$ cat src/sv/grapheme_cluster_segmenter_macros.svh
// Assertion macros for the checks in the top-level segmenter file.
`ifndef GRAPHEME_CLUSTER_SEGMENTER_MACROS_SVH
`define GRAPHEME_CLUSTER_SEGMENTER_MACROS_SVH

// Same-cycle implication, checked on every rising edge outside reset.
`define GCS_ASSERT_IMP(name, clk_sig, rst_sig, ante, cons) \
    name: assert property (@(posedge clk_sig) disable iff (!rst_sig) (ante) |-> (cons)) \
        else $error("grapheme_cluster_segmenter: same-cycle check failed");

// Next-cycle implication, checked on every rising edge outside reset.
`define GCS_ASSERT_NEXT(name, clk_sig, rst_sig, ante, cons) \
    name: assert property (@(posedge clk_sig) disable iff (!rst_sig) (ante) |=> (cons)) \
        else $error("grapheme_cluster_segmenter: next-cycle check failed");

`endif

$ cat src/sv/gcs_pkg.sv
package gcs_pkg;

    // Default trie geometry.
    localparam int TRIE_BLOCK_SIZE = 256;
    localparam int INDEX_DEPTH     = 4352;
    localparam int BLOCK_COUNT     = 256;

    // Table addresses are 16 bits wide, so no table holds more entries.
    localparam int TABLE_SPAN = 65536;

    // Depth of the queue between front and back, and of the result queue.
    localparam int QUEUE_DEPTH  = 4;
    localparam int RESULT_DEPTH = 2;

    // Operation codes of an input transaction.
    localparam logic [1:0] FUNC_DATA     = 2'd0;
    localparam logic [1:0] FUNC_INDEX_WR = 2'd1;
    localparam logic [1:0] FUNC_KIND_WR  = 2'd2;

    // Break kinds.
    localparam logic [3:0] KIND_NONE     = 4'd0;
    localparam logic [3:0] KIND_CR       = 4'd1;
    localparam logic [3:0] KIND_LF       = 4'd2;
    localparam logic [3:0] KIND_CONTROL  = 4'd3;
    localparam logic [3:0] KIND_EXTEND   = 4'd4;
    localparam logic [3:0] KIND_ZWJ      = 4'd5;
    localparam logic [3:0] KIND_SPACING  = 4'd6;
    localparam logic [3:0] KIND_PREPEND  = 4'd7;
    localparam logic [3:0] KIND_L        = 4'd8;
    localparam logic [3:0] KIND_V        = 4'd9;
    localparam logic [3:0] KIND_T        = 4'd10;
    localparam logic [3:0] KIND_LV       = 4'd11;
    localparam logic [3:0] KIND_LVT      = 4'd12;
    localparam logic [3:0] KIND_EXT_PICT = 4'd13;

    // Rule operand that matches any kind.
    localparam logic [4:0] RULE_WILD = 5'd16;

    localparam logic [20:0] REPLACEMENT_CP = 21'h00FFFD;
    localparam logic [20:0] MAX_CP         = 21'h10FFFF;

    typedef struct packed {
        logic [1:0]  func;
        logic [7:0]  data_byte;
        logic        is_last;
        logic [15:0] table_address;
        logic [7:0]  table_value;
    } in_item_t;

    typedef struct packed {
        logic [15:0] cluster_bytes;
        logic        width_saturated;
        logic        ends_text;
        logic        last_of_run;
    } result_t;

    // A classified codepoint (or end marker) handed from front to back.
    typedef struct packed {
        logic [3:0] kind;
        logic [2:0] width;
        logic       done;
        logic       last;
    } class_item_t;

    typedef struct packed {
        logic [4:0] lhs;
        logic [4:0] rhs;
        logic       joins_pair;
    } pair_rule_t;

    localparam int RULE_COUNT = 23;

    // Ordered pairwise rules; the first match decides.
    localparam pair_rule_t PAIR_RULES [RULE_COUNT] = '{
        '{5'(KIND_CR),      5'(KIND_LF),       1'b1},
        '{5'(KIND_CONTROL), RULE_WILD,         1'b0},
        '{5'(KIND_CR),      RULE_WILD,         1'b0},
        '{5'(KIND_LF),      RULE_WILD,         1'b0},
        '{RULE_WILD,        5'(KIND_CONTROL),  1'b0},
        '{RULE_WILD,        5'(KIND_CR),       1'b0},
        '{RULE_WILD,        5'(KIND_LF),       1'b0},
        '{5'(KIND_L),       5'(KIND_L),        1'b1},
        '{5'(KIND_L),       5'(KIND_V),        1'b1},
        '{5'(KIND_L),       5'(KIND_LV),       1'b1},
        '{5'(KIND_L),       5'(KIND_LVT),      1'b1},
        '{5'(KIND_LV),      5'(KIND_V),        1'b1},
        '{5'(KIND_LV),      5'(KIND_T),        1'b1},
        '{5'(KIND_V),       5'(KIND_V),        1'b1},
        '{5'(KIND_V),       5'(KIND_T),        1'b1},
        '{5'(KIND_LVT),     5'(KIND_T),        1'b1},
        '{5'(KIND_T),       5'(KIND_T),        1'b1},
        '{RULE_WILD,        5'(KIND_EXTEND),   1'b1},
        '{RULE_WILD,        5'(KIND_ZWJ),      1'b1},
        '{RULE_WILD,        5'(KIND_SPACING),  1'b1},
        '{5'(KIND_PREPEND), RULE_WILD,         1'b1},
        '{5'(KIND_EXTEND),  5'(KIND_ZWJ),      1'b1},
        '{5'(KIND_ZWJ),     5'(KIND_EXT_PICT), 1'b1}
    };

    // True when the pair (a, b) joins; a None on either side always breaks.
    function automatic logic pair_joins(input logic [3:0] a, input logic [3:0] b);
        logic       found;
        logic       result;
        logic [4:0] a5;
        logic [4:0] b5;
        found  = 1'b0;
        result = 1'b0;
        a5     = {1'b0, a};
        b5     = {1'b0, b};
        if (a == KIND_NONE || b == KIND_NONE)
        begin
            found = 1'b1;
        end
        for (int i = 0; i < RULE_COUNT; i++)
        begin
            if (!found &&
                ((PAIR_RULES[i].lhs == a5 && PAIR_RULES[i].rhs == RULE_WILD) ||
                 (PAIR_RULES[i].lhs == RULE_WILD && PAIR_RULES[i].rhs == b5) ||
                 (PAIR_RULES[i].lhs == a5 && PAIR_RULES[i].rhs == b5)))
            begin
                found  = 1'b1;
                result = PAIR_RULES[i].joins_pair;
            end
        end
        return result;
    endfunction

endpackage

$ cat src/sv/gcs_back.sv
module gcs_back (
    input  logic                 clk,
    input  logic                 rst_n,
    input  logic                 head_valid,
    input  gcs_pkg::class_item_t head,
    output logic                 head_pop,
    input  logic                 res_full,
    output logic                 res_push,
    output gcs_pkg::result_t     res_data
);

    typedef enum logic {
        PH_FIRST,
        PH_SECOND
    } phase_t;

    phase_t      phase_reg;
    phase_t      phase_next;
    logic [3:0]  prev_kind_reg;
    logic        have_prev_reg;
    logic [15:0] count_reg;
    logic        clamp_reg;

    logic             join_ok;
    logic             brk;
    logic             two_results;
    logic             no_result;
    logic [15:0]      base_count;
    logic             base_clamp;
    logic [16:0]      sum;
    logic [15:0]      grown_count;
    logic             grown_clamp;
    gcs_pkg::result_t res_a;
    gcs_pkg::result_t res_b;

    assign join_ok     = have_prev_reg && gcs_pkg::pair_joins(prev_kind_reg, head.kind);
    assign brk         = head.done && !join_ok && have_prev_reg;
    assign two_results = brk && head.last;
    assign no_result   = !brk && !head.last;

    assign base_count  = join_ok ? count_reg : 16'd0;
    assign base_clamp  = join_ok && clamp_reg;
    assign sum         = {1'b0, base_count} + 17'(head.width);
    assign grown_count = sum[16] ? 16'hFFFF : sum[15:0];
    assign grown_clamp = base_clamp || sum[16];

    // The cluster closed by a break, and the cluster closed by the end of text.
    assign res_a = '{cluster_bytes: count_reg, width_saturated: clamp_reg,
                     ends_text: 1'b0, last_of_run: !head.last};
    assign res_b = '{cluster_bytes: head.done ? grown_count : count_reg,
                     width_saturated: head.done ? grown_clamp : clamp_reg,
                     ends_text: 1'b1, last_of_run: 1'b1};

    always_comb
    begin
        res_push   = 1'b0;
        head_pop   = 1'b0;
        res_data   = res_b;
        phase_next = phase_reg;
        if (head_valid)
        begin
            case (phase_reg)
                PH_FIRST:
                begin
                    if (no_result)
                    begin
                        head_pop = 1'b1;
                    end
                    else if (!res_full)
                    begin
                        res_push = 1'b1;
                        res_data = brk ? res_a : res_b;
                        if (two_results)
                        begin
                            phase_next = PH_SECOND;
                        end
                        else
                        begin
                            head_pop = 1'b1;
                        end
                    end
                end
                PH_SECOND:
                begin
                    if (!res_full)
                    begin
                        res_push   = 1'b1;
                        head_pop   = 1'b1;
                        phase_next = PH_FIRST;
                    end
                end
                default:
                begin
                    phase_next = PH_FIRST;
                end
            endcase
        end
    end

    always_ff @(posedge clk or negedge rst_n)
    begin
        if (!rst_n)
        begin
            phase_reg     <= PH_FIRST;
            prev_kind_reg <= gcs_pkg::KIND_NONE;
            have_prev_reg <= 1'b0;
            count_reg     <= '0;
            clamp_reg     <= 1'b0;
        end
        else
        begin
            phase_reg <= phase_next;
            if (head_pop)
            begin
                if (head.last)
                begin
                    prev_kind_reg <= gcs_pkg::KIND_NONE;
                    have_prev_reg <= 1'b0;
                    count_reg     <= '0;
                    clamp_reg     <= 1'b0;
                end
                else if (head.done)
                begin
                    prev_kind_reg <= head.kind;
                    have_prev_reg <= 1'b1;
                    count_reg     <= grown_count;
                    clamp_reg     <= grown_clamp;
                end
            end
        end
    end

endmodule

$ cat config.mk
export PLATFORM = sky130hd
export DESIGN_NAME = gcs_back
export DESIGN_NICKNAME = d
export VERILOG_FILES = /design/src/sv/grapheme_cluster_segmenter_macros.svh /design/src/sv/gcs_pkg.sv /design/src/sv/gcs_back.sv
export SDC_FILE = /design/constraint.sdc
export NUM_CORES = 1
export LEC_CHECK = 0
export BUFFER_PORTS_ARGS = -buffer_cell sky130_fd_sc_hd__buf_2
export CORE_MARGIN = 5
export CORE_UTILIZATION = 51
export CTS_CLUSTER_DIAMETER = 60
export DETAILED_ROUTE_END_ITERATION = 10
export GPL_ROUTABILITY_DRIVEN = 0
export PLACE_DENSITY = 0.76
export SLEW_MARGIN = 20
export SYNTH_ARGS = -nofsm -noshare
export SYNTH_HDL_FRONTEND = slang
export SYNTH_SLANG_ARGS = --single-unit
$ cat constraint.sdc
create_clock -name clk -period 3.68 [get_ports clk]
set_clock_uncertainty 0.2 [all_clocks]
set_input_delay 0.184 -clock clk [delete_from_list [all_inputs] [get_ports clk]]
set_output_delay 0.184 -clock clk [all_outputs]
set_load 0.02 [all_outputs]
==> flow_metrics.tcl <==
set metrics [dict create \
    synth_top_area_cell "dfrtp_1" \
    ant_nets 0 \
    initialDrtViolationCount 252 \
    crit_type "reg -> out" \
    r2r_slack_ns 0.22 \
    die_area_um2 5320 \
    grtUsageTotal_pct 23.4 \
    setup_viol 11 \
    ir_drop_mv 0.205 \
    avgViaCountPerCell 6.65 \
    p_per_area_nw_per_um2 283 \
    grt_pass1_vias 2165 \
    die_x_um 72.9 \
    clockPowerShare_pct 22.0 \
    clk_latency_ns 0.27 \
    cts_sinks 23 \
    syn_inst 260 \
    startpoint_type "register" \
    pwr-share-comb_pct 37.1 \
    fp-row-count 22 \
    ys_types 56 \
    cts_tree "built" \
    final_area_um2 2630 \
    placed_area_um2 2260 \
    yosys-top-cells-area "dfrtp_1 29%, a21oi_1 6.2%, o21ai_0 5.0%, nor2_1 4.6%, nand3_1 3.7%" \
    core_um2 3740 \
    slew_headroom_pct 38.4 \
    worst_ep_required_time_ns 3.30 \
    synth-async-reset-ratio_pct 100 \
    cts_buffers 3 \
    cap_violations 0 \
    min_period_over_period_pct 101 \
    p_switching_mw 0.276 \
    intPower_mw 0.469 \
    clockBufferDepth 2 \
    worstPathArrival_ns 3.35 \
    slowest_delay_ns 0.46 \
    largest_reg_flops 16 \
    cp.depth 15 \
    syn_area_um2 2020 \
    grt_max_degree 26 \
    wire_per_inst_um 18.2 \
    rsz0062_at_grt "true" \
    synth-edff-count 0 \
    path_cells "nor3b_2 -> a211oi_1 -> o32a_1 -> and3_4 -> and2_4 -> ha_4 -> fa_2 -> a21o_1 -> and3_4 -> nand4_1 -> buf_4 -> nand3_2 -> mux2i_1 -> nor2_2 -> buf_4" \
    fin_crit_ns 3.73 \
    pin_count 34 \
    grt_overflow_total 0 \
    synth_seq_cells 23 \
    status "complete, but fails checks" \
    worst_slew_pin_slew_ns 0.922 \
    port_buffers 33 \
    post-dp-hpwl_um 4160 \
    filler_cell_count 304 \
    antenna_found_initial 0 \
    final_common_cell "buf_4" \
    grt_pass1_wl_um 10100 \
    critical-path-top-delay-family "simple AND/OR/NAND/NOR gates" \
    p_total_mw 0.745 \
    synth_flop_cell "dfrtp_1" \
    crit_slowest_cell "dfrtp_2" \
    seq_area_frac_synth_pct 28.5 \
    hp-class "in -> reg" \
    timing.fmax_mhz 268 \
    netlist.area_leader.share_pct 28.5 \
    cts_root_buf "clkbuf_8" \
    syn_area_per_cell_um2 7.77 \
    finalWirelength_um 6400 \
    fin_nets 321 \
    slew_violations 0 \
    r2r-end "count_reg[13]$_DFFE_PN0P_" \
    drt-pass1-iter-count 5 \
    drive_gt1_share_pct 34.0 \
    reg2regPathDepth 14 \
    endpoint "res_data[11]" \
    hold_viol 0 \
    fin_ws_ns -0.0509 \
    area_delta_synth_final_pct 30.3 \
    worst-path-buf-inv 2 \
    synth_fp_nets 277 \
    n_antenna_cell 0 \
    seqPwrFrac_pct 40.9 \
    critPathCaptureType "primary output" \
    via_count 2333 \
    violations "negative setup slack" \
    r2r-start "prev_kind_reg[2]$_DFFE_PN0P_" \
    die_y_um 72.9 \
    start_util_pct 53.9 \
    setup.worst_path.start "prev_kind_reg[2]$_DFFE_PN0P_" \
    p_leak_nw 1.17 \
    synth_warnings 0 \
    multiInputGateArea_um2 1500 \
    cts.clk_slew.worst_paths_ns 0.09 \
    final_cell_mix "27 x buf_4, 22 x dfrtp_1, 22 x buf_2, 20 x nor2_1, 18 x a21oi_1" \
    drc 0 \
    crit_fanout 5 \
    cts.htree.levels 1 \
    p_sw_share_pct 37.0 \
    final-seq-area_um2 577 \
]
-- routing by layer --
layer	GRT usage (%)	part of all wire, %	up-vias
met5	0	0	-
met4	9.43	3.1	0
met3	1.93	6.1	20
met2	39.0	49	117
met1	31.3	42	1119
li1	-	-	1077
-- power groups by stage --
stage | sequential (mW) | clock (mW) | combinational, mW
2_1_floorplan | 0.298 | 0 | 0.164
3_3_place_gp | 0.306 | 0 | 0.228
3_5_place_dp | 0.306 | 0 | 0.230
4_1_cts | 0.302 | 0.166 | 0.254
5_1_grt | 0.308 | 0.176 | 0.298
6_report | 0.304 | 0.164 | 0.276
-- cells in the mapped netlist (all sizes together) (2+ instances only) --
library cell	count
a21oi	26
nor2	25
dfrtp	23
o21ai	21
clkbuf	16
nand2	15
nand3	15
and3	10
a31oi	9
a22o	8
a21o	6
and2	6
nand4	6
nor3	6
buf	5
nand2b	5
o22a	4
o2bb2ai	4
a22oi	3
ha	3
inv	3
nor2b	3
nor3b	3
o211ai	3
a2bb2oi	2
mux2i	2
o221ai	2
o31a	2
or3	2
xor2	2
-- worst min-delay path by stage --
stage / startpoint / end / slack (ns) / cells past startpoint
global placement: rst_n / prev_kind_reg[1]$_DFFE_PN0P_ / 0.004 / 1
finish: head[6] / prev_kind_reg[1]$_DFFE_PN0P_ / 0.05 / 2
CTS: head[5] / prev_kind_reg[0]$_DFFE_PN0P_ / 0.06 / 2
floorplan: rst_n / clamp_reg$_DFFE_PN0P_ / -0.31 / 0
detailed placement: rst_n / prev_kind_reg[1]$_DFFE_PN0P_ / 0.0002 / 1
global route: head[5] / prev_kind_reg[0]$_DFFE_PN0P_ / 0.06 / 2
-- area by class of cell --
cell class                 instances  share of cell area [%]
clock buffer                       3                    1.57
clock inverter                     1                   0.190
inverter                           4                   0.571
multi-input combinational        212                    56.9
sequential                        23                    21.9
tap                               48                    2.28
timing repair buffer              60                    16.5
-- stage by stage --
stage | cells | hold slack, ns | setup slack (ns) | utilization [%] | setup TNS, ns
floorplan | 260 | -0.312 | -0.00358 | - | -0.00358
global placement | 333 | 0.00363 | 0.124 | 60.4 | 0
detailed placement | 333 | 0.000233 | 0.0256 | 60.4 | 0
CTS | 344 | 0.0575 | -0.0473 | 66.6 | -0.287
global route | 351 | 0.0629 | -0.197 | 70.3 | -2.23
finish | 351 | 0.0529 | -0.0509 | 70.3 | -0.262
-- kinds of logic after synthesis --
group           count (synthesis)  share of synthesized area [%]
mux                             3                           1.73
fa+ha+maj                       4                           2.85
compound gates                104                           35.0
flops                          23                           28.5
simple gates                   99                           25.5
xor+xnor                        2                          0.868
buf+inv                        25                           5.58
-- what timing repair did --
action | CTS | global route
pin swaps | 16 | 16
hold buffers | 1 | 0
endpoints found under the setup margin | 16 | 17
buffers inserted | 6 | 7
endpoints found under the hold margin | 23 | 0
resized for setup | 36 | 21
Note: power is estimated with default switching activity, not from simulation.
