==> config.mk <==
export PLATFORM = sky130hd
export DESIGN_NAME = gcs_fifo
export DESIGN_NICKNAME = d
export VERILOG_FILES = /design/src/sv/grapheme_cluster_segmenter_macros.svh /design/src/sv/gcs_fifo.sv
export SDC_FILE = /design/constraint.sdc
export NUM_CORES = 1
export LEC_CHECK = 0
export BUFFER_PORTS_ARGS = -buffer_cell sky130_fd_sc_hd__buf_2
export CAP_MARGIN = 10
export CORE_MARGIN = 10
export CORE_UTILIZATION = 35
export DETAILED_ROUTE_END_ITERATION = 10
export RECOVER_POWER = 50
export SKIP_LAST_GASP = 1
export SYNTH_ARGS = -nofsm -noshare
export SYNTH_HDL_FRONTEND = slang
export SYNTH_SLANG_ARGS = --single-unit
==> constraint.sdc <==
create_clock -name clk -period 3.4 [get_ports clk]
set_clock_uncertainty 0.15 [all_clocks]
set_input_delay 0.51 -clock clk [delete_from_list [all_inputs] [get_ports clk]]
set_output_delay 0.51 -clock clk [all_outputs]
set_load 0.01 [all_outputs]
==> src/sv/grapheme_cluster_segmenter_macros.svh <==
// Assertion macros for the checks in the top-level segmenter file.
`ifndef GRAPHEME_CLUSTER_SEGMENTER_MACROS_SVH
`define GRAPHEME_CLUSTER_SEGMENTER_MACROS_SVH

// Same-cycle implication, checked on every rising edge outside reset.
`define GCS_ASSERT_IMP(name, clk_sig, rst_sig, ante, cons) \
    name: assert property (@(posedge clk_sig) disable iff (!rst_sig) (ante) |-> (cons)) \
        else $error("grapheme_cluster_segmenter: same-cycle check failed");

// Next-cycle implication, checked on every rising edge outside reset.
`define GCS_ASSERT_NEXT(name, clk_sig, rst_sig, ante, cons) \
    name: assert property (@(posedge clk_sig) disable iff (!rst_sig) (ante) |=> (cons)) \
        else $error("grapheme_cluster_segmenter: next-cycle check failed");

`endif

==> src/sv/gcs_fifo.sv <==
module gcs_fifo #(
    parameter int WIDTH = 8,
    parameter int DEPTH = 4
) (
    input  logic             clk,
    input  logic             rst_n,
    input  logic             push,
    input  logic [WIDTH-1:0] wdata,
    input  logic             pop,
    output logic [WIDTH-1:0] rdata,
    output logic             empty,
    output logic             full
);

    localparam int PW = (DEPTH > 1) ? $clog2(DEPTH) : 1;
    localparam int CW = $clog2(DEPTH + 1);

    logic [WIDTH-1:0] store_reg [DEPTH];
    logic [PW-1:0]    wr_ptr_reg;
    logic [PW-1:0]    rd_ptr_reg;
    logic [CW-1:0]    count_reg;
    logic [PW-1:0]    wr_ptr_next;
    logic [PW-1:0]    rd_ptr_next;
    logic [CW-1:0]    count_next;
    logic             do_push;
    logic             do_pop;

    assign empty   = (count_reg == '0);
    assign full    = (count_reg == CW'(DEPTH));
    assign do_push = push && !full;
    assign do_pop  = pop && !empty;
    assign rdata   = store_reg[rd_ptr_reg];

    always_comb
    begin
        wr_ptr_next = wr_ptr_reg;
        rd_ptr_next = rd_ptr_reg;
        count_next  = count_reg;
        if (do_push)
        begin
            wr_ptr_next = (wr_ptr_reg == PW'(DEPTH - 1)) ? '0 : wr_ptr_reg + 1'b1;
        end
        if (do_pop)
        begin
            rd_ptr_next = (rd_ptr_reg == PW'(DEPTH - 1)) ? '0 : rd_ptr_reg + 1'b1;
        end
        if (do_push && !do_pop)
        begin
            count_next = count_reg + 1'b1;
        end
        else if (do_pop && !do_push)
        begin
            count_next = count_reg - 1'b1;
        end
    end

    always_ff @(posedge clk or negedge rst_n)
    begin
        if (!rst_n)
        begin
            wr_ptr_reg <= '0;
            rd_ptr_reg <= '0;
            count_reg  <= '0;
        end
        else
        begin
            wr_ptr_reg <= wr_ptr_next;
            rd_ptr_reg <= rd_ptr_next;
            count_reg  <= count_next;
        end
    end

    always_ff @(posedge clk)
    begin
        if (do_push)
        begin
            store_reg[wr_ptr_reg] <= wdata;
        end
    end

endmodule

==> metrics.md, run 1 <==
| Metric | Value |
|---|---|
| Status | `completed` |
| CTS tree | `done` |
| CP startpoint | `rd_ptr_reg[0]$_DFFE_PN0P_` |
| Site Rows | `24` |
| Starting Density | `36.7%` |
| Internal | `0.00105 W` |
| Diode count | `0` |
| Buf/Inv on CP | `1` |
| Filler cells | `415` |
| Worst reg2reg path startpoint | `count_reg[2]$_DFFE_PN0P_` |
| Clock Power Share | `19.6%` |
| Mean Syn Cell Area | `20.5 um2` |
| Synth warn | `0` |
| Port Buf Inserts | `21` |
| Max_cap viols | `0` |
| Postcts setup bufs | `0` |
| Clk sinks | `39` |
| Crit path max-delay family | `flip-flops` |
| Fmax | `0.419 GHz` |
| WL final | `2620 um` |
| Initial DRC Count | `35` |
| Min-Delay Startpoint | `wdata[2]` |
| Reg clk slew, reported paths | `0.08 ns` |
| Mean number of vias per cell | `4.82` |
| Worst Hold Class | `input port to flip-flop` |
| Final Cycle Share | `70.2%` |
| ANT nets after route | `0` |
| Crit Path Max Fanout | `11` |
| Die area | `0.00775 mm2` |
| Critical path, cell by cell | `mux4_2, buf_2` |
| Number of flip-flops under the largest register name | `32` |
| Gpl congestion | `0.668` |
| Cell Area, Synth | `0.00162 mm2` |
| Clk Latency, worst-skew pair | `0.28 ns` |
| Commonest non-fill, non-tap cell in the layout | `edfxtp_1` |
| Pleak | `0.664 nW` |
| Syn Inst Count | `79` |
| First-pass GRT wire length | `4280 um` |
| Share of cells above drive strength 1 | `34.9%` |
| Part of the power in combinational logic | `31.2%` |
| TNS Setup | `0 ns` |
| Syn Nets | `98` |
| Via count | `762` |
| PwrDens | `830 mW/mm2` |
| Unique masters post-synth | `19` |
| Die Height | `88.0 um` |
| NetSw | `0.000475 W` |
| Max Slew Vio Count | `0` |
| Total GRT Usage | `7.37%` |
| Power, Total | `0.00153 W` |
| Critical Path AT | `1.73 ns` |
| Vias in the first global route | `891` |
| Root buf cell | `clkbuf_8` |
| IO Count | `22` |
| Worst EP required | `2.74 ns` |
| Crit path max-delay cell type | `dfrtp_1` |
| Register share of total power | `49.2%` |
| Relative slew slack | `62.0%` |
| Clock H-tree levels | `2` |
| Final setup fails | `0` |
| Startpoint Class | `flip-flop` |
| Commonest non-fill, non-tap cells in the layout | `32 x edfxtp_1, 12 x buf_2, 9 x clkbuf_1, 8 x mux4_2, 7 x dfrtp_1` |
| Sw Ratio | `31.1%` |
| Longest Clk Path Bufs | `2` |
| DR pass1 iterations | `3` |
| Congestion Overflow GR | `0` |
| TritonCTS buffer count | `5` |
| Avg WL per Cell | `16.6 um` |
| Pin count of the biggest net entering global routing | `14` |
| Hpwl dp | `1890 um` |
| Tmin final | `2.39 ns` |
| RSZ-0062 raised after global routing | `no` |
| Antenna violations before repair | `0` |
| # DRC | `0` |
| Post-synthesis sequential area ratio | `70.1%` |
| Worst slew pin tran | `0.570 ns` |
| Area Growth Syn to Fin | `13.6%` |
| Die X | `88.0 um` |
| Number of synthesized register bits | `39` |
| Nets@finish | `124` |
| Hold Fails Final Rpt | `0` |
| Core box area | `0.00441 mm2` |
| Worst Setup End Kind | `output port` |
| CP peak stage delay | `0.71 ns` |
| WS Path Type | `flip-flop to output port` |
| Max VDD drop | `330 uV` |
==> cell families (layout without fill, tap and decap cells) <==
group | after synthesis | in the layout | share of synthesized area [%]
adders and majority gates | 7 | 7 | 5.87
DFF | 39 | 39 | 70.1
muxes | 13 | 13 | 15.1
xor gates and xnor gates | 3 | 3 | 1.62
buffers and inverters | 6 | 33 | 1.93
and+or+nand+nor | 11 | 11 | 5.41
==> power by group through the flow <==
stage	clock [W]	combinational [W]	sequential, W
2_1_floorplan	0	0.000413	0.000707
3_3_place_gp	0	0.000495	0.000769
3_5_place_dp	0	0.000507	0.000774
4_1_cts	0.000308	0.000511	0.000764
5_1_grt	0.000337	0.000532	0.000773
6_report	0.000299	0.000477	0.000752
==> metal layers <==
metal	wire length [um]	track usage (%)	vias up
li1	-	-	350
met1	1120	8.30	387
met3	229	4.55	2
met4	8	2.14	0
met2	1260	11.4	23
met5	0	0	-
==> timing repair <==
action | in CTS | in global routing
endpoints found under the hold margin | 7 | 0
gates resized for setup | 0 | 0
hold buffers | 1 | 0
==> final timing paths <==
| kind | to | slack, ns | cells after the start |
|---|---|---|---|
| worst max-delay path | rdata[4] | 1.01 | 2 |
| worst min-delay path | store_reg[0][2]$_DFFE_PP_ | 0.33 | 1 |
| worst max register to register | count_reg[2]$_DFFE_PN0P_ | 1.10 | 8 |
| worst min register to register | count_reg[2]$_DFFE_PN0P_ | 0.33 | 1 |
| max in group asynchronous | rd_ptr_reg[0]$_DFFE_PN0P_ | 2.28 | 2 |
| min in group asynchronous | wr_ptr_reg[0]$_DFFE_PN0P_ | 0.52 | 2 |
==> Yosys cell counts, drive strengths merged <==
| library cell | number | area [um2] |
|---|---|---|
| mux2 | 5 | 63.8 |
| xnor2 | 1 | 8.76 |
| nor2b | 1 | 8.76 |
| and2 | 4 | 30.0 |
| nor2 | 3 | 11.3 |
| buf | 3 | 20.0 |
| xor2 | 2 | 17.5 |
| edfxtp | 32 | 961 |
| nor3 | 1 | 5.00 |
| dfrtp | 7 | 175 |
| ha | 6 | 75.1 |
| inv | 3 | 11.3 |
| nor3b | 1 | 18.8 |
| mux4 | 8 | 180 |
| fa | 1 | 20.0 |
| nand2b | 1 | 13.8 |
==> stage by stage <==
| stage | util [%] | instances | hold WS, ns | worst slack [ns] | cell area [um2] |
|---|---|---|---|---|---|
| after floorplan | - | 79 | 0.0644 | 1.19 | 1620 |
| after global placement | 40.1 | 149 | 0.205 | 1.22 | 1770 |
| after detailed placement | 40.1 | 149 | 0.207 | 1.20 | 1770 |
| after CTS | 42.3 | 158 | 0.279 | 0.950 | 1870 |
| after global routing | 41.7 | 158 | 0.338 | 0.881 | 1840 |
| final | 41.7 | 158 | 0.332 | 1.01 | 1840 |
==> area by class of cell <==
cell class	instances	area, um2	area share, %
Clock buffer	5	68.8	3.74
Clock inverter	3	20.0	1.09
Inverter	3	11.3	0.612
Multi-Input combinational cell	34	435	23.7
Sequential cell	39	1140	61.7
Tap cell	52	65.1	3.54
Timing Repair Buffer	22	104	5.64
No activity file was read; power rests on OpenSTA's default activity.
==> run 2: changes to the inputs <==
--- a/config.mk
+++ b/config.mk
@@ -5,6 +5,7 @@
 export SDC_FILE = /design/constraint.sdc
 export NUM_CORES = 1
 export LEC_CHECK = 0
+export ABC_AREA = 1
 export BUFFER_PORTS_ARGS = -buffer_cell sky130_fd_sc_hd__buf_2
 export CAP_MARGIN = 10
 export CORE_MARGIN = 10
==> constraint.sdc (replaced) <==
create_clock -name clk -period 2 [get_ports clk]
set_clock_uncertainty 0.15 [all_clocks]
set_input_delay 0.3 -clock clk [delete_from_list [all_inputs] [get_ports clk]]
set_output_delay 0.3 -clock clk [all_outputs]
set_load 0.01 [all_outputs]
==> metrics.md, run 2 <==
| Metric | Value |
|---|---|
| Final setup fails | `0 (unchanged)` |
| Post-synthesis sequential area ratio | `64.6% (-5.5 points)` |
| Post-place setup slack | `0.0690 ns (-1.13 ns)` |
| Number of synthesized register bits | `39 (unchanged)` |
| Worst slew pin tran | `0.424 ns (-0.146 ns)` |
| First-pass GRT wire length | `5000 um (+17%)` |
| R2R depth | `9 (+1)` |
| Pin count of the biggest net entering global routing | `36 (+22)` |
| Count leader, synth | `nand2_1` |
| Max_cap viols | `0 (unchanged)` |
| Total GRT Usage | `7.64% (+0.28 points)` |
| Unique masters post-synth | `16 (-3)` |
| TNS Setup | `0 ns (unchanged)` |
| WHS Endpoint | `store_reg[0][3]$_DFFE_PP_` |
| Congestion Overflow GR | `0 (unchanged)` |
| Die X | `90.9 um (+3.2%)` |
| RSZ-0062 raised after global routing | `no` |
| Diode count | `0 (unchanged)` |
| Hold Fails Final Rpt | `0 (unchanged)` |
| Number of flip-flops under the largest register name | `32 (unchanged)` |
| WL final | `2990 um (+14%)` |
| Worst Hold Class | `input port to flip-flop` |
| Mean number of vias per cell | `4.27 (-11%)` |
| Crit Path Max Fanout | `3 (-8)` |
| Area Growth Syn to Fin | `17.3%` |
| Syn Nets | `173 (+77%)` |
| Synth warn | `0 (unchanged)` |
| Nets@finish | `208 (+68%)` |
| Avg WL per Cell | `11.6 um (-30%)` |
| Async set-reset flop share out of synthesis | `17.9% (unchanged)` |
| Startpoint Class | `flip-flop` |
| Post-synth top area cell | `edfxtp_1` |
| Relative slew slack | `71.7% (+9.8 points)` |
| Cell Area, Synth | `0.00176 mm2 (+8.6%)` |
| Worst Hold Depth | `1 (unchanged)` |
| Final WS setup | `0.147 ns (-0.867 ns)` |
| Main synth FF type | `edfxtp_1` |
| WS Path Type | `flip-flop to flip-flop` |
| Share of cells above drive strength 1 | `18.4% (-16 points)` |
| Commonest non-fill, non-tap cells in the layout | `37 x nand2_1, 32 x edfxtp_1, 31 x inv_1, 15 x o211ai_1, 12 x buf_2` |
| Top cells by area, synth | `edfxtp_1 55%, dfrtp_1 10%, nand2_1 8.1%` |
| Port Buf Inserts | `21 (unchanged)` |
| # DRC | `0 (unchanged)` |
| Filler cells | `454 (+9.4%)` |
| Mean Syn Cell Area | `11.4 um2 (-44%)` |
| Reg2Reg Capture Point | `count_reg[1]$_DFFE_PN0P_` |
| Antenna violations before repair | `0 (unchanged)` |
| Via count | `1098 (+44%)` |
| PwrDens | `1380 mW/mm2 (+66%)` |
| Worst EP required | `2.02 ns (-0.72 ns)` |
| Clk Latency, worst-skew pair | `0.28 ns (about the same)` |
| Die Height | `90.9 um (+3.2%)` |
| Max VDD drop | `625 uV (+89%)` |
| Gpl congestion | `0.740 (+11%)` |
| Commonest non-fill, non-tap cell in the layout | `nand2_1` |
| Min-Delay Startpoint | `wdata[3]` |
| Clk sinks | `39 (unchanged)` |
| Worst reg2reg path startpoint | `count_reg[1]$_DFFE_PN0P_` |
| Longest Clk Path Bufs | `2 (unchanged)` |
| Root buf cell | `clkbuf_8` |
| Worst Setup End Kind | `flip-flop` |
| TritonCTS buffer count | `5 (unchanged)` |
| Initial DRC Count | `63 (+80%)` |
| Top cells by count, synth | `38 x nand2_1, 32 x edfxtp_1, 31 x inv_1` |
| Post-synth EDFFs | `32 (unchanged)` |
| Tmin final | `1.85 ns` |
| R2R setup slack | `0.15 ns (-0.95 ns)` |
| Syn Inst Count | `154 (+95%)` |
| Vias in the first global route | `1083 (+22%)` |
| Hpwl dp | `2130 um (+12%)` |
| Final Cycle Share | `92.6%` |
| DR pass1 iterations | `4 (+1)` |
| CTS tree | `done` |
| Fmax | `0.540 GHz` |
| Status | `completed` |
| Die area | `0.00826 mm2 (+6.6%)` |
| Pleak | `0.900 nW (+36%)` |
| IO Count | `22 (unchanged)` |
| Synth top area share | `54.6% (-4.7 points)` |
| Starting Density | `36.8% (+0.052 points)` |
| Site Rows | `25 (+4.2%)` |
| Critical Path AT | `1.87 ns (+0.14 ns)` |
| Reg clk slew, reported paths | `0.08 ns (about the same)` |
| Max Slew Vio Count | `0 (unchanged)` |
| Core box area | `0.00479 mm2 (+8.4%)` |
| Clock H-tree levels | `2 (unchanged)` |
| ANT nets after route | `0 (unchanged)` |
-- run 2: changes by cell type after synthesis, sizes merged, moves of 2 or more --
cell and change:
o211ai +16, mux2 -5, nand2 +39, mux4 -8
buf +2, and2 -4, nor2 +3, inv +29
nand3 +7, xor2 -2
-- run 2: routing by layer --
layer / track usage, % / vias up / routed length (um)
met1: 8.95 / 503 / 1320
met5: 0 / - / 0
met2: 12.3 / 16 / 1490
met3: 2.58 / 5 / 127
met4: 3.52 / 0 / 44
li1: - / 574 / -
-- run 2: final cells by class --
cell class	instances	area (um2)	share of cell area, %
multi-input cells	78	452	21.9
flip-flops and latches	39	1140	55.1
clock inverters	3	20.0	0.970
inverters	32	120	5.82
repair buffers	33	183	8.85
well taps	67	83.8	4.06
clock buffers	5	68.8	3.34
-- run 2: where the power goes --
part           switching [W]  internal (W)
combinational       0.000699      0.000471
clock               0.000271      0.000242
sequential         0.0000738       0.00109
total                0.00104       0.00180
-- run 2: worst max path at each step --
| stage | from | to | slack, ns |
|---|---|---|---|
| finish | count_reg[1]$_DFFE_PN0P_ | count_reg[1]$_DFFE_PN0P_ | 0.15 |
| global route | count_reg[1]$_DFFE_PN0P_ | count_reg[1]$_DFFE_PN0P_ | 0.008 |
| floorplan | count_reg[0]$_DFFE_PN0P_ | count_reg[1]$_DFFE_PN0P_ | 0.16 |
| detailed placement | count_reg[0]$_DFFE_PN0P_ | count_reg[1]$_DFFE_PN0P_ | 0.07 |
| global placement | count_reg[0]$_DFFE_PN0P_ | count_reg[1]$_DFFE_PN0P_ | 0.15 |
| CTS | count_reg[0]$_DFFE_PN0P_ | count_reg[1]$_DFFE_PN0P_ | 0.07 |
-- run 2: stage by stage --
step                instance area [um2]  instances  hold WS, ns  total power [W]  utilization [%]
CTS                                2050        254       0.0692          0.00287             42.8
detailed placement                 1950        245      0.00406          0.00235             40.8
floorplan                          1760        154       -0.146          0.00202                -
finish                             2060        257        0.114          0.00285             43.1
global placement                   1950        245    0.0000181          0.00233             40.8
global route                       2060        257        0.132          0.00310             43.1
-- run 2: worst max-delay path, stage by stage (launching register included) --
cell     delay (ns)
dfrtp_1        0.39
inv_1          0.08
nand3_1        0.11
nand2_2        0.11
inv_1          0.04
ha_1           0.20
inv_1          0.09
fa_2           0.43
nand2_1        0.07
o21ai_0        0.07
-- run 2: logic make-up (layout without fill, tap and decap cells) --
logic type,count (synthesis),count (layout),share of synthesized area [%]
fa+ha+maj,7,7,5.41
compound gates,17,17,7.40
buf+inv,37,73,10.0
xor+xnor,1,1,0.498
simple gates,53,53,12.1
flops,39,39,64.6
-- run 2: repair_timing --
action / 4_1_cts / 5_1_grt
setup endpoints to repair: 0 / 2
resized for setup: 0 / 2
endpoints found under the hold margin: 7 / 0
buffers inserted: 0 / 3
hold buffers: 1 / 0
==> run 3: changes to the inputs <==
--- a/config.mk
+++ b/config.mk
@@ -11,7 +11,6 @@
 export CORE_MARGIN = 10
 export CORE_UTILIZATION = 35
 export DETAILED_ROUTE_END_ITERATION = 10
-export RECOVER_POWER = 50
 export SKIP_LAST_GASP = 1
 export SYNTH_ARGS = -nofsm -noshare
 export SYNTH_HDL_FRONTEND = slang
==> metrics.md, run 3 (synthesized netlist as in run 2, its figures left out) <==
| Metric | Value |
|---|---|
| Status | `completed` |
| # DRC | `0 (unchanged)` |
| Site Rows | `25 (unchanged)` |
| Clock H-tree levels | `2 (unchanged)` |
| Max VDD drop | `625 uV (about the same)` |
| Hold Fails Final Rpt | `0 (unchanged)` |
| Initial DRC Count | `62 (-1.6%)` |
| Worst reg2reg path startpoint | `count_reg[1]$_DFFE_PN0P_` |
| Pleak | `0.928 nW (+3.1%)` |
| Worst Hold Class | `input port to flip-flop` |
| Max_cap viols | `0 (unchanged)` |
| Tmin final | `1.86 ns (+0.00255 ns)` |
| Worst Hold Depth | `1 (unchanged)` |
| Worst EP required | `2.02 ns (about the same)` |
| Critical Path AT | `1.88 ns (about the same)` |
| Max Slew Vio Count | `0 (unchanged)` |
| Final setup fails | `0 (unchanged)` |
| Commonest non-fill, non-tap cell in the layout | `nand2_1` |
| Worst Setup End Kind | `flip-flop` |
| Starting Density | `36.8% (unchanged)` |
| Hpwl dp | `2130 um (unchanged)` |
| TritonCTS buffer count | `5 (unchanged)` |
| First-pass GRT wire length | `5000 um (unchanged)` |
| Reg2Reg Capture Point | `count_reg[1]$_DFFE_PN0P_` |
| Final Cycle Share | `92.8% (+0.13 points)` |
| Clk sinks | `39 (unchanged)` |
| Worst slew pin tran | `0.323 ns (-0.101 ns)` |
| Final WS setup | `0.144 ns (-0.00255 ns)` |
| Share of cells above drive strength 1 | `23.7% (+5.3 points)` |
| Fmax | `0.539 GHz (-0.14%)` |
| Die area | `0.00826 mm2 (unchanged)` |
| Congestion Overflow GR | `0 (unchanged)` |
| Reg clk slew, reported paths | `0.08 ns (about the same)` |
| Area Growth Syn to Fin | `18.1%` |
| Vias in the first global route | `1083 (unchanged)` |
| Power, Total | `0.00285 W (+0.28%)` |
| WHS Endpoint | `store_reg[0][4]$_DFFE_PP_` |
| Relative slew slack | `78.5% (+6.7 points)` |
| Avg WL per Cell | `11.7 um (+0.27%)` |
| Pin count of the biggest net entering global routing | `36 (unchanged)` |
| Core box area | `0.00479 mm2 (unchanged)` |
| R2R setup slack | `0.14 ns (about the same)` |
| IO Count | `22 (unchanged)` |
| Die Height | `90.9 um (unchanged)` |
| Longest Clk Path Bufs | `2 (unchanged)` |
| Die X | `90.9 um (unchanged)` |
| Commonest non-fill, non-tap cells in the layout | `37 x nand2_1, 32 x edfxtp_1, 31 x inv_1, 21 x buf_2, 15 x o211ai_1` |
| Startpoint Class | `flip-flop` |
| Mean number of vias per cell | `4.32 (+1.1%)` |
| DR pass1 iterations | `4 (unchanged)` |
| Clk Latency, worst-skew pair | `0.28 ns (about the same)` |
| ANT nets after route | `0 (unchanged)` |
| RSZ-0062 raised after global routing | `no` |
| Diode count | `0 (unchanged)` |
| Antenna violations before repair | `0 (unchanged)` |
| R2R depth | `9 (unchanged)` |
| TNS Setup | `0 ns (unchanged)` |
| PwrDens | `1370 mW/mm2 (-0.44%)` |
| WL final | `3000 um (+0.27%)` |
| Number of flip-flops under the largest register name | `32 (unchanged)` |
| Filler cells | `456 (+0.44%)` |
| WS Path Type | `flip-flop to flip-flop` |
| Nets@finish | `208 (unchanged)` |
| Min-Delay Startpoint | `wdata[4]` |
| Via count | `1110 (+1.1%)` |
| Total GRT Usage | `7.64% (unchanged)` |
| CTS tree | `done` |
| Post-place setup slack | `0.0690 ns (unchanged)` |
| Port Buf Inserts | `21 (unchanged)` |
| Root buf cell | `clkbuf_8` |
| Crit Path Max Fanout | `3 (unchanged)` |
| Gpl congestion | `0.740 (unchanged)` |
==> run 3: worst max path at each step <==
stage | from | endpoint | slack [ns] | cells past startpoint
final | count_reg[1]$_DFFE_PN0P_ | count_reg[1]$_DFFE_PN0P_ | 0.14 | 9
after global routing | count_reg[1]$_DFFE_PN0P_ | count_reg[1]$_DFFE_PN0P_ | 0.007 | 9
after CTS | count_reg[0]$_DFFE_PN0P_ | count_reg[1]$_DFFE_PN0P_ | 0.07 | 9
after detailed placement | count_reg[0]$_DFFE_PN0P_ | count_reg[1]$_DFFE_PN0P_ | 0.07 | 9
after global placement | count_reg[0]$_DFFE_PN0P_ | count_reg[1]$_DFFE_PN0P_ | 0.15 | 9
after floorplan | count_reg[0]$_DFFE_PN0P_ | count_reg[1]$_DFFE_PN0P_ | 0.16 | 9
==> run 3: power breakdown <==
group          switching (W)  internal [W]
logic               0.000700      0.000477
clock network       0.000271      0.000242
registers          0.0000736       0.00109
==> run 3: worst max-delay path, cell delays in order, from the launching register on <==
cell and delay (ns):
dfrtp_1 0.39, inv_1 0.08, nand3_1 0.11, nand2_2 0.11, inv_1 0.04, ha_1 0.20, inv_1 0.09, fa_2 0.43
nand2_1 0.07, o21ai_0 0.07
==> run 3: through the flow <==
stage	std cells	hold WS, ns	instance area (um2)	util (%)
6_report	257	0.0750	2080	43.4
5_1_grt	257	0.0677	2080	43.4
4_1_cts	254	0.0692	2050	42.8
3_5_place_dp	245	0.00406	1950	40.8
3_3_place_gp	245	0.0000181	1950	40.8
2_1_floorplan	154	-0.146	1760	-
==> run 3: what timing repair did <==
item | in CTS | in global routing
endpoints found under the setup margin | 0 | 2
hold buffers | 1 | 0
endpoints found under the hold margin | 7 | 0
gates resized for setup | 0 | 2
buffers inserted | 0 | 3
==> run 3: metal layers <==
metal	vias up	global-route usage, %	part of all wire [%]
met1	510	8.95	44
li1	574	-	-
met3	5	2.58	4.7
met4	0	3.52	1.5
met2	21	12.3	50
met5	-	0	0
==> run 3: layout make-up <==
type | instances | area (um2) | share of cell area (%)
multi-input combinational | 78 | 452 | 21.7
sequential | 39 | 1140 | 54.7
timing repair buffer | 33 | 198 | 9.51
clock inverter | 3 | 20.0 | 0.963
tap | 67 | 83.8 | 4.03
inverter | 32 | 120 | 5.78
clock buffer | 5 | 68.8 | 3.31
